`config.mk`:
```
export PLATFORM = sky130hd
export DESIGN_NAME = btxq_ctrl
export DESIGN_NICKNAME = d
export VERILOG_FILES = /design/src/sv/btxq_pkg.sv /design/src/sv/btxq_ctrl.sv
export SDC_FILE = /design/constraint.sdc
export NUM_CORES = 1
export LEC_CHECK = 0
export BUFFER_PORTS_ARGS = -buffer_cell sky130_fd_sc_hd__buf_2
export CORE_MARGIN = 4
export CORE_UTILIZATION = 30
export DETAILED_ROUTE_END_ITERATION = 16
export PLACE_DENSITY_LB_ADDON = 0.12
export SETUP_SLACK_MARGIN = 0.05
export SYNTH_ARGS = -nofsm -noshare
export SYNTH_HDL_FRONTEND = slang
export SYNTH_SLANG_ARGS = --single-unit
```
`constraint.sdc`:
```
create_clock -name clk -period 2.1 [get_ports clk]
set_input_delay 0.63 -clock clk [delete_from_list [all_inputs] [get_ports clk]]
set_output_delay 0.63 -clock clk [all_outputs]
set_load 0.02 [all_outputs]
```
`src/sv/btxq_pkg.sv`:
```
// Shared types and codes for the bit trie XOR query engine.
// Used by btxq_ctrl, btxq_datapath and bit_trie_xor_query_engine; no dependencies.
package btxq_pkg;

  localparam int VAL_W = 31;
  localparam int STATUS_W = 2;
  localparam int CMD_W = 3;

  typedef enum logic [CMD_W-1:0] {
    CMD_ADD    = 3'd0,
    CMD_REMOVE = 3'd1,
    CMD_MAXQ   = 3'd2,
    CMD_MINQ   = 3'd3,
    CMD_CLEAR  = 3'd4
  } btxq_cmd_t;

  typedef enum logic [STATUS_W-1:0] {
    ST_OK     = 2'd0,
    ST_EMPTY  = 2'd1,
    ST_FULL   = 2'd2,
    ST_ABSENT = 2'd3
  } btxq_st_t;

  typedef struct packed {
    logic [CMD_W-1:0] cmd;
    logic [VAL_W-1:0] value;
  } btxq_req_t;

  typedef struct packed {
    logic [VAL_W-1:0]    xor_result;
    logic [STATUS_W-1:0] status;
  } btxq_res_t;

  typedef enum logic [3:0] {
    OP_NONE,
    OP_LOAD,
    OP_CLEAR,
    OP_READ_PREF,
    OP_READ_ALT,
    OP_STEP,
    OP_NEED,
    OP_ROOT_UPD,
    OP_UPD_WRITE,
    OP_LINK,
    OP_ALLOC,
    OP_FINISH
  } btxq_op_t;

  typedef enum logic [3:0] {
    S_IDLE,
    S_DISPATCH,
    S_Q_LEVEL,
    S_Q_EVAL,
    S_Q_ALT,
    S_A_LEVEL,
    S_A_STEP,
    S_A_CHK,
    S_R_LEVEL,
    S_R_EVAL,
    S_U_START,
    S_U_LEVEL,
    S_U_WRITE,
    S_U_ALLOC,
    S_DONE
  } btxq_state_t;

  typedef struct packed {
    btxq_op_t op;
    btxq_st_t status;
  } btxq_ctl_t;

  typedef struct packed {
    btxq_cmd_t cmd;
    logic      pref_nz;
    logic      alt_nz;
    logic      rd_cnt_nz;
    logic      root_empty;
    logic      root_full;
    logic      lvl_last;
    logic      pool_ok;
    logic      out_free;
  } btxq_stat_t;

endpackage

```
`src/sv/btxq_ctrl.sv`:
```
// Controller state machine of the bit trie XOR query engine.
// Depends on btxq_pkg; drives btxq_datapath through command and status structs.
module btxq_ctrl (
  input  logic                clk,
  input  logic                rst,
  input  logic                req_valid,
  output logic                req_stall,
  input  btxq_pkg::btxq_stat_t stat,
  output btxq_pkg::btxq_ctl_t  ctl
);

  btxq_pkg::btxq_state_t state, state_next;
  btxq_pkg::btxq_st_t    st_code, st_next;

  always_ff @(posedge clk) begin
    if (rst) begin
      state   <= btxq_pkg::S_IDLE;
      st_code <= btxq_pkg::ST_OK;
    end else begin
      state   <= state_next;
      st_code <= st_next;
    end
  end

  assign req_stall = (state != btxq_pkg::S_IDLE);

  always_comb begin
    state_next = state;
    st_next    = st_code;
    case (state)
      btxq_pkg::S_IDLE: begin
        if (req_valid) begin
          state_next = btxq_pkg::S_DISPATCH;
          st_next    = btxq_pkg::ST_OK;
        end
      end
      btxq_pkg::S_DISPATCH: begin
        case (stat.cmd)
          btxq_pkg::CMD_ADD: begin
            if (stat.root_full) begin
              state_next = btxq_pkg::S_DONE;
              st_next    = btxq_pkg::ST_FULL;
            end else begin
              state_next = btxq_pkg::S_A_LEVEL;
            end
          end
          btxq_pkg::CMD_REMOVE: begin
            if (stat.root_empty) begin
              state_next = btxq_pkg::S_DONE;
              st_next    = btxq_pkg::ST_ABSENT;
            end else begin
              state_next = btxq_pkg::S_R_LEVEL;
            end
          end
          btxq_pkg::CMD_MAXQ, btxq_pkg::CMD_MINQ: begin
            if (stat.root_empty) begin
              state_next = btxq_pkg::S_DONE;
              st_next    = btxq_pkg::ST_EMPTY;
            end else begin
              state_next = btxq_pkg::S_Q_LEVEL;
            end
          end
          default: state_next = btxq_pkg::S_DONE;
        endcase
      end
      btxq_pkg::S_Q_LEVEL: begin
        if (stat.pref_nz) begin
          state_next = btxq_pkg::S_Q_EVAL;
        end else if (stat.alt_nz) begin
          state_next = btxq_pkg::S_Q_ALT;
        end else begin
          state_next = btxq_pkg::S_DONE;
        end
      end
      btxq_pkg::S_Q_EVAL: begin
        if (stat.rd_cnt_nz) begin
          state_next = stat.lvl_last ? btxq_pkg::S_DONE : btxq_pkg::S_Q_LEVEL;
        end else if (stat.alt_nz) begin
          state_next = btxq_pkg::S_Q_ALT;
        end else begin
          state_next = btxq_pkg::S_DONE;
        end
      end
      btxq_pkg::S_Q_ALT: begin
        state_next = stat.lvl_last ? btxq_pkg::S_DONE : btxq_pkg::S_Q_LEVEL;
      end
      btxq_pkg::S_A_LEVEL: begin
        state_next = stat.pref_nz ? btxq_pkg::S_A_STEP : btxq_pkg::S_A_CHK;
      end
      btxq_pkg::S_A_STEP: begin
        state_next = stat.lvl_last ? btxq_pkg::S_A_CHK : btxq_pkg::S_A_LEVEL;
      end
      btxq_pkg::S_A_CHK: begin
        if (stat.pool_ok) begin
          state_next = btxq_pkg::S_U_START;
        end else begin
          state_next = btxq_pkg::S_DONE;
          st_next    = btxq_pkg::ST_FULL;
        end
      end
      btxq_pkg::S_R_LEVEL: begin
        if (stat.pref_nz) begin
          state_next = btxq_pkg::S_R_EVAL;
        end else begin
          state_next = btxq_pkg::S_DONE;
          st_next    = btxq_pkg::ST_ABSENT;
        end
      end
      btxq_pkg::S_R_EVAL: begin
        if (stat.rd_cnt_nz) begin
          state_next = stat.lvl_last ? btxq_pkg::S_U_START : btxq_pkg::S_R_LEVEL;
        end else begin
          state_next = btxq_pkg::S_DONE;
          st_next    = btxq_pkg::ST_ABSENT;
        end
      end
      btxq_pkg::S_U_START: state_next = btxq_pkg::S_U_LEVEL;
      btxq_pkg::S_U_LEVEL: begin
        state_next = stat.pref_nz ? btxq_pkg::S_U_WRITE : btxq_pkg::S_U_ALLOC;
      end
      btxq_pkg::S_U_WRITE, btxq_pkg::S_U_ALLOC: begin
        state_next = stat.lvl_last ? btxq_pkg::S_DONE : btxq_pkg::S_U_LEVEL;
      end
      btxq_pkg::S_DONE: begin
        if (stat.out_free) begin
          state_next = btxq_pkg::S_IDLE;
        end
      end
      default: state_next = btxq_pkg::S_IDLE;
    endcase
  end

  always_comb begin
    ctl.op     = btxq_pkg::OP_NONE;
    ctl.status = st_code;
    case (state)
      btxq_pkg::S_IDLE: begin
        if (req_valid) begin
          ctl.op = btxq_pkg::OP_LOAD;
        end
      end
      btxq_pkg::S_DISPATCH: begin
        if (stat.cmd == btxq_pkg::CMD_CLEAR) begin
          ctl.op = btxq_pkg::OP_CLEAR;
        end
      end
      btxq_pkg::S_Q_LEVEL: begin
        if (stat.pref_nz) begin
          ctl.op = btxq_pkg::OP_READ_PREF;
        end else if (stat.alt_nz) begin
          ctl.op = btxq_pkg::OP_READ_ALT;
        end
      end
      btxq_pkg::S_Q_EVAL: begin
        if (stat.rd_cnt_nz) begin
          ctl.op = btxq_pkg::OP_STEP;
        end else if (stat.alt_nz) begin
          ctl.op = btxq_pkg::OP_READ_ALT;
        end
      end
      btxq_pkg::S_Q_ALT, btxq_pkg::S_A_STEP: ctl.op = btxq_pkg::OP_STEP;
      btxq_pkg::S_A_LEVEL: begin
        ctl.op = stat.pref_nz ? btxq_pkg::OP_READ_PREF : btxq_pkg::OP_NEED;
      end
      btxq_pkg::S_R_LEVEL: begin
        if (stat.pref_nz) begin
          ctl.op = btxq_pkg::OP_READ_PREF;
        end
      end
      btxq_pkg::S_R_EVAL: begin
        if (stat.rd_cnt_nz) begin
          ctl.op = btxq_pkg::OP_STEP;
        end
      end
      btxq_pkg::S_U_START: ctl.op = btxq_pkg::OP_ROOT_UPD;
      btxq_pkg::S_U_LEVEL: begin
        ctl.op = stat.pref_nz ? btxq_pkg::OP_READ_PREF : btxq_pkg::OP_LINK;
      end
      btxq_pkg::S_U_WRITE: ctl.op = btxq_pkg::OP_UPD_WRITE;
      btxq_pkg::S_U_ALLOC: ctl.op = btxq_pkg::OP_ALLOC;
      btxq_pkg::S_DONE: begin
        if (stat.out_free) begin
          ctl.op = btxq_pkg::OP_FINISH;
        end
      end
      default: ctl.op = btxq_pkg::OP_NONE;
    endcase
  end

endmodule

```
# Word-level counts from Yosys, hierarchy flattened
# Cells that the tools add are included.
# classes
n_eq_ne	27
reduce_logical	9
n_mux	39
# ops
operator	count
one-hot mux 4 bit (14 select lines)	1
one-hot mux 4 bit (13 select lines)	1
2-to-1 mux 4 bit	11
== test 4 bit (second input constant)	7
2-to-1 mux 3 bit	9
2-to-1 mux 2 bit	11
== test 4 x 3 -> 1 bit (second input constant)	4
one-hot mux 4 bit (3 select lines)	1
!= test 2 bit (second input constant)	5
one-hot mux 2 bit (5 select lines)	1
!= test 3 bit (second input constant)	3
AND reduction 9 bit	1
== test 4 x 2 -> 1 bit (second input constant)	2
== test 3 x 2 -> 1 bit (second input constant)	2
one-hot mux 2 bit (3 select lines)	1
OR reduction 2 bit	3
nonzero test 5 bit	1
== test 4 x 1 -> 1 bit (second input constant)	1
zero test 4 bit	1
!= test 4 x 1 -> 1 bit (second input constant)	1
nonzero test 4 bit	1
== test 3 x 1 -> 1 bit (second input constant)	1
== test 3 bit (second input constant)	1
zero test 3 bit	1
other kinds (2)	4
# totals
word_cells	77
regBits	6

# Longest topological paths before layout
# logic_depth
depth_word	4
mapped_depth	7

# Least setup slack after synthesis
# Ideal clock, no wire load.
# synth_path
path_kind	flip-flop to output port
start	register state[1]
end	output ctl[3] in the netlist's numbering
setup_slack_ps	37
arrival_ps	1433
stages_incl_launch_ff	7
required_time_ps	1470
n_path_buf	2
path_cell_list	dfxtp_1 > buf_2 > clkbuf_1 > nor2_1 > o21ai_0 > a32oi_1 > o221ai_1
# synth_lines
item	line	text
start: declaration	btxq_ctrl.sv:12	btxq_pkg::btxq_state_t state, state_next;
start signal: assignment	btxq_ctrl.sv:17	state <= btxq_pkg::S_IDLE;
start signal: assignment	btxq_ctrl.sv:20	state <= state_next;
end: declaration	btxq_ctrl.sv:9	output btxq_pkg::btxq_ctl_t ctl

==> impl_metrics.py <==
metrics = {
    "die": {
        "coreArea_mm2": 0.00252,
        "die-area_mm2": 0.00357,
        "start_util_pct": 31.8,
        "io_pins": 21,
        "die_h_um": 59.7,
        "die_x_um": 59.7,
        "rows": 18,
    },
    "drt": {
        "routed_via_density": 5.76,
        "drtIter0Drc": 52,
        "dr_total_vias": 1095,
        "drcViolationCount": 0,
        "drt-wirelength-per-cell_um": 15.3,
        "routed_wl_um": 2910,
        "first_pass_iters": 4,
        "antenna_left": 0,
    },
    "clock_network": {
        "cts_buffers": 3,
        "cts_hold_buf": 0,
        "tritoncts": "built",
        "htreeDepth": 1,
        "cts_sinks": 6,
        "root_buffer": "clkbuf_4",
        "ctsLongestPathBuffers": 2,
        "clk_latency_ns": 0.24,
        "clk_pin_slew_worst_paths_ns": 0.05,
    },
    "synth": {
        "ys_types": 38,
        "yosys.area.top_type_share_pct": 15.0,
        "yosysWarningCount": 0,
        "seq_area_frac_synth_pct": 15.0,
        "synth_edf_count": 0,
        "synth-seq-cells": 6,
        "synth_ff_type": "dfxtp_1",
        "syn-num-nets": 137,
        "syn_inst": 123,
        "avgSynthCellArea_um2": 6.53,
        "ys_async_sr_fraction_pct": 0,
        "yosys-top-cells-area": "dfxtp_1, o21ai_0, nand2_1",
        "synth.most_common_cell": "nand2_1",
        "syn_area_um2": 803,
        "yosysTopAreaCell": "dfxtp_1",
        "synthTopCellsByCount": "nand2_1, o21ai_0, nor2_1",
    },
    "sta": {
        "slew-limit-headroom_pct": 74.3,
        "fmax_mhz": 475,
        "tns_ns": -0.00424,
        "hold_violations": 0,
        "rsz0062_at_grt": "yes",
        "worst_pin_slew_ns": 0.381,
        "fin_skew_ns": 0.00174,
        "setup_viol": 1,
        "period_share_pct": 100,
        "slew_viol_final": 0,
        "period_minus_slack_ns": 2.10,
        "layout_setup_ws_ns": -0.00424,
    },
    "power_and_ir_drop": {
        "power-per-cell-area_mw_per_mm2": 1460,
        "pwr-share-comb_pct": 79.2,
        "max-vdd-ir-drop_uv": 868,
        "intPower_w": 0.000902,
        "swShare_pct": 48.2,
        "clock_power_share_pct": 6.0,
        "switchingPower_w": 0.000839,
        "leakage_nw": 0.504,
        "seq_power_share_pct": 14.8,
    },
    "status": {
        "violations": "negative setup slack",
        "outcome": "finished, violations left",
    },
    "setup_path": {
        "path_cells": "buf_12 -> nor2_1 -> a32oi_1 -> o211ai_1 -> buf_4",
        "timing.critical_path.from": "state[0]",
        "critical-path-max-stage-delay_ns": 0.34,
        "crit_fanout": 25,
        "cp.arrival_ns": 1.47,
        "end_kind": "primary output",
        "cpMaxStageDelayCell": "dfxtp_1",
        "start_kind": "flip-flop",
        "path_class": "flip-flop to primary output",
        "crit_required_ns": 1.47,
        "timing.rr.start": "state[2]",
    },
    "final_layout": {
        "finish.instance_area_mm2": 0.00119,
        "seqCellArea_um2": 131,
        "area_growth_pct": 48.0,
        "fill_cells": 267,
        "layout.nets": 176,
        "multi_input_comb_area_um2": 661,
        "n_antenna_cell": 0,
        "fin_cells": 190,
        "drive_above_1_share_pct": 37.5,
    },
    "place": {
        "portBuffers": 20,
        "hpwl_um": 2080,
        "place_area_mm2": 0.00104,
        "place_congestion": 0.863,
        "place.detailed.instances": 181,
    },
    "global_routing": {
        "grt_pass1_wl_um": 4790,
        "grtUsageMet2_pct": 26.7,
        "grt_util_met3_pct": 4.10,
        "antenna_found_initial": 0,
        "grt-ovfl-total": 0,
        "gr-usage-met1_pct": 22.6,
        "grt_pass1_vias": 1031,
        "grt_max_degree": 26,
        "gr-max-usage-layer": "met2",
        "track_usage_pct": 17.6,
    },
    "worst_hold_path": {
        "hold_path_class": "flip-flop to flip-flop",
        "min_from": "st_code[0]",
    },
    "run": {
        "maxCapViolations": 0,
    },
}
[routing by layer]
layer	part of all wire, %	up-vias
met5	0	-
met1	43	503
met2	50	48
met4	1.0	0
li1	-	540
met3	6.1	4
[cells in the final DEF, fill, tap and decap left out, types with 2 or more instances in the layout]
cell,n
o211ai_1,2
o21ai_0,13
dfxtp_1,3
a221oi_1,2
a211oi_1,2
inv_1,5
nand3_1,2
a21o_1,2
o221ai_1,2
clkbuf_4,3
mux2i_1,3
dfxtp_4,3
nand2_1,15
a21oi_1,6
o221ai_2,2
a31oi_1,5
nor2_1,9
nand2b_1,4
or3_1,2
buf_2,16
a32oi_1,3
buf_6,4
o21ai_1,2
buf_4,22
nor2b_1,3
nor3_1,2
[sequential cells by signal, indices dropped and copies added (netlist names)]
signal,flops
state,4
st_code,2
[worst paths after layout]
| kind | to | cells past startpoint | slack (ns) |
|---|---|---|---|
| worst max-delay path | ctl[2] | 5 | -0.004 |
| worst min-delay path | st_code[0] | 2 | 0.46 |
| worst max register to register | st_code[1] | 7 | 0.18 |
| worst min register to register | st_code[0] | 2 | 0.46 |
[repair_timing]
action                                  4_1_cts  5_1_grt
setup buffers                                 5        1
gates cloned                                  0        0
endpoints found under the setup margin        6        4
pin swaps                                     4        2
resized for setup                            18       11
[cell families (layout without fill, tap and decap cells)]
| family | after synthesis | after routing | synth area share, % |
|---|---|---|---|
| AOI/OAI and AO/OA | 52 | 52 | 43.8 |
| and+or+nand+nor | 46 | 46 | 28.8 |
| buffers and inverters | 16 | 53 | 8.72 |
| DFF | 6 | 6 | 15.0 |
| muxes | 3 | 3 | 3.74 |
[metrics by stage]
| step | utilization, % | worst slack [ns] | hold slack, ns | total power (W) |
|---|---|---|---|---|
| floorplan | - | 0.0369 | 0.538 | 0.000966 |
| global placement | 41.3 | 0.00826 | 0.454 | 0.00139 |
| detailed placement | 41.3 | 0.00647 | 0.461 | 0.00137 |
| CTS | 45.2 | -0.00982 | 0.466 | 0.00162 |
| global route | 47.1 | -0.0600 | 0.488 | 0.00188 |
| finish | 47.1 | -0.00424 | 0.465 | 0.00174 |
[worst max-delay path: cells and delay by family (launching register included)]
kind                   cells  cell delay [ns]
flip-flops                 1             0.34
buffers and inverters      2             0.34
AND/OR/NAND/NOR            1             0.28
AO/OA/AOI/OAI              2             0.27
[final cells by class]
type / instances / share of cell area (%)
Multi-Input combinational cell: 101 / 55.6
Timing Repair Buffer: 44 / 26.4
Sequential cell: 6 / 11.1
Tap cell: 30 / 3.16
Clock buffer: 3 / 1.89
Inverter: 6 / 1.89
[power by group through the flow]
| stage | clock network (W) | logic (W) | registers [W] |
|---|---|---|---|
| global placement | 0 | 0.00114 | 0.000246 |
| detailed placement | 0 | 0.00113 | 0.000247 |
| finish | 0.000104 | 0.00138 | 0.000258 |
| floorplan | 0 | 0.000758 | 0.000208 |
| global route | 0.000116 | 0.00149 | 0.000268 |
| CTS | 0.000113 | 0.00126 | 0.000251 |
Note: power is estimated with default switching activity, not from simulation.
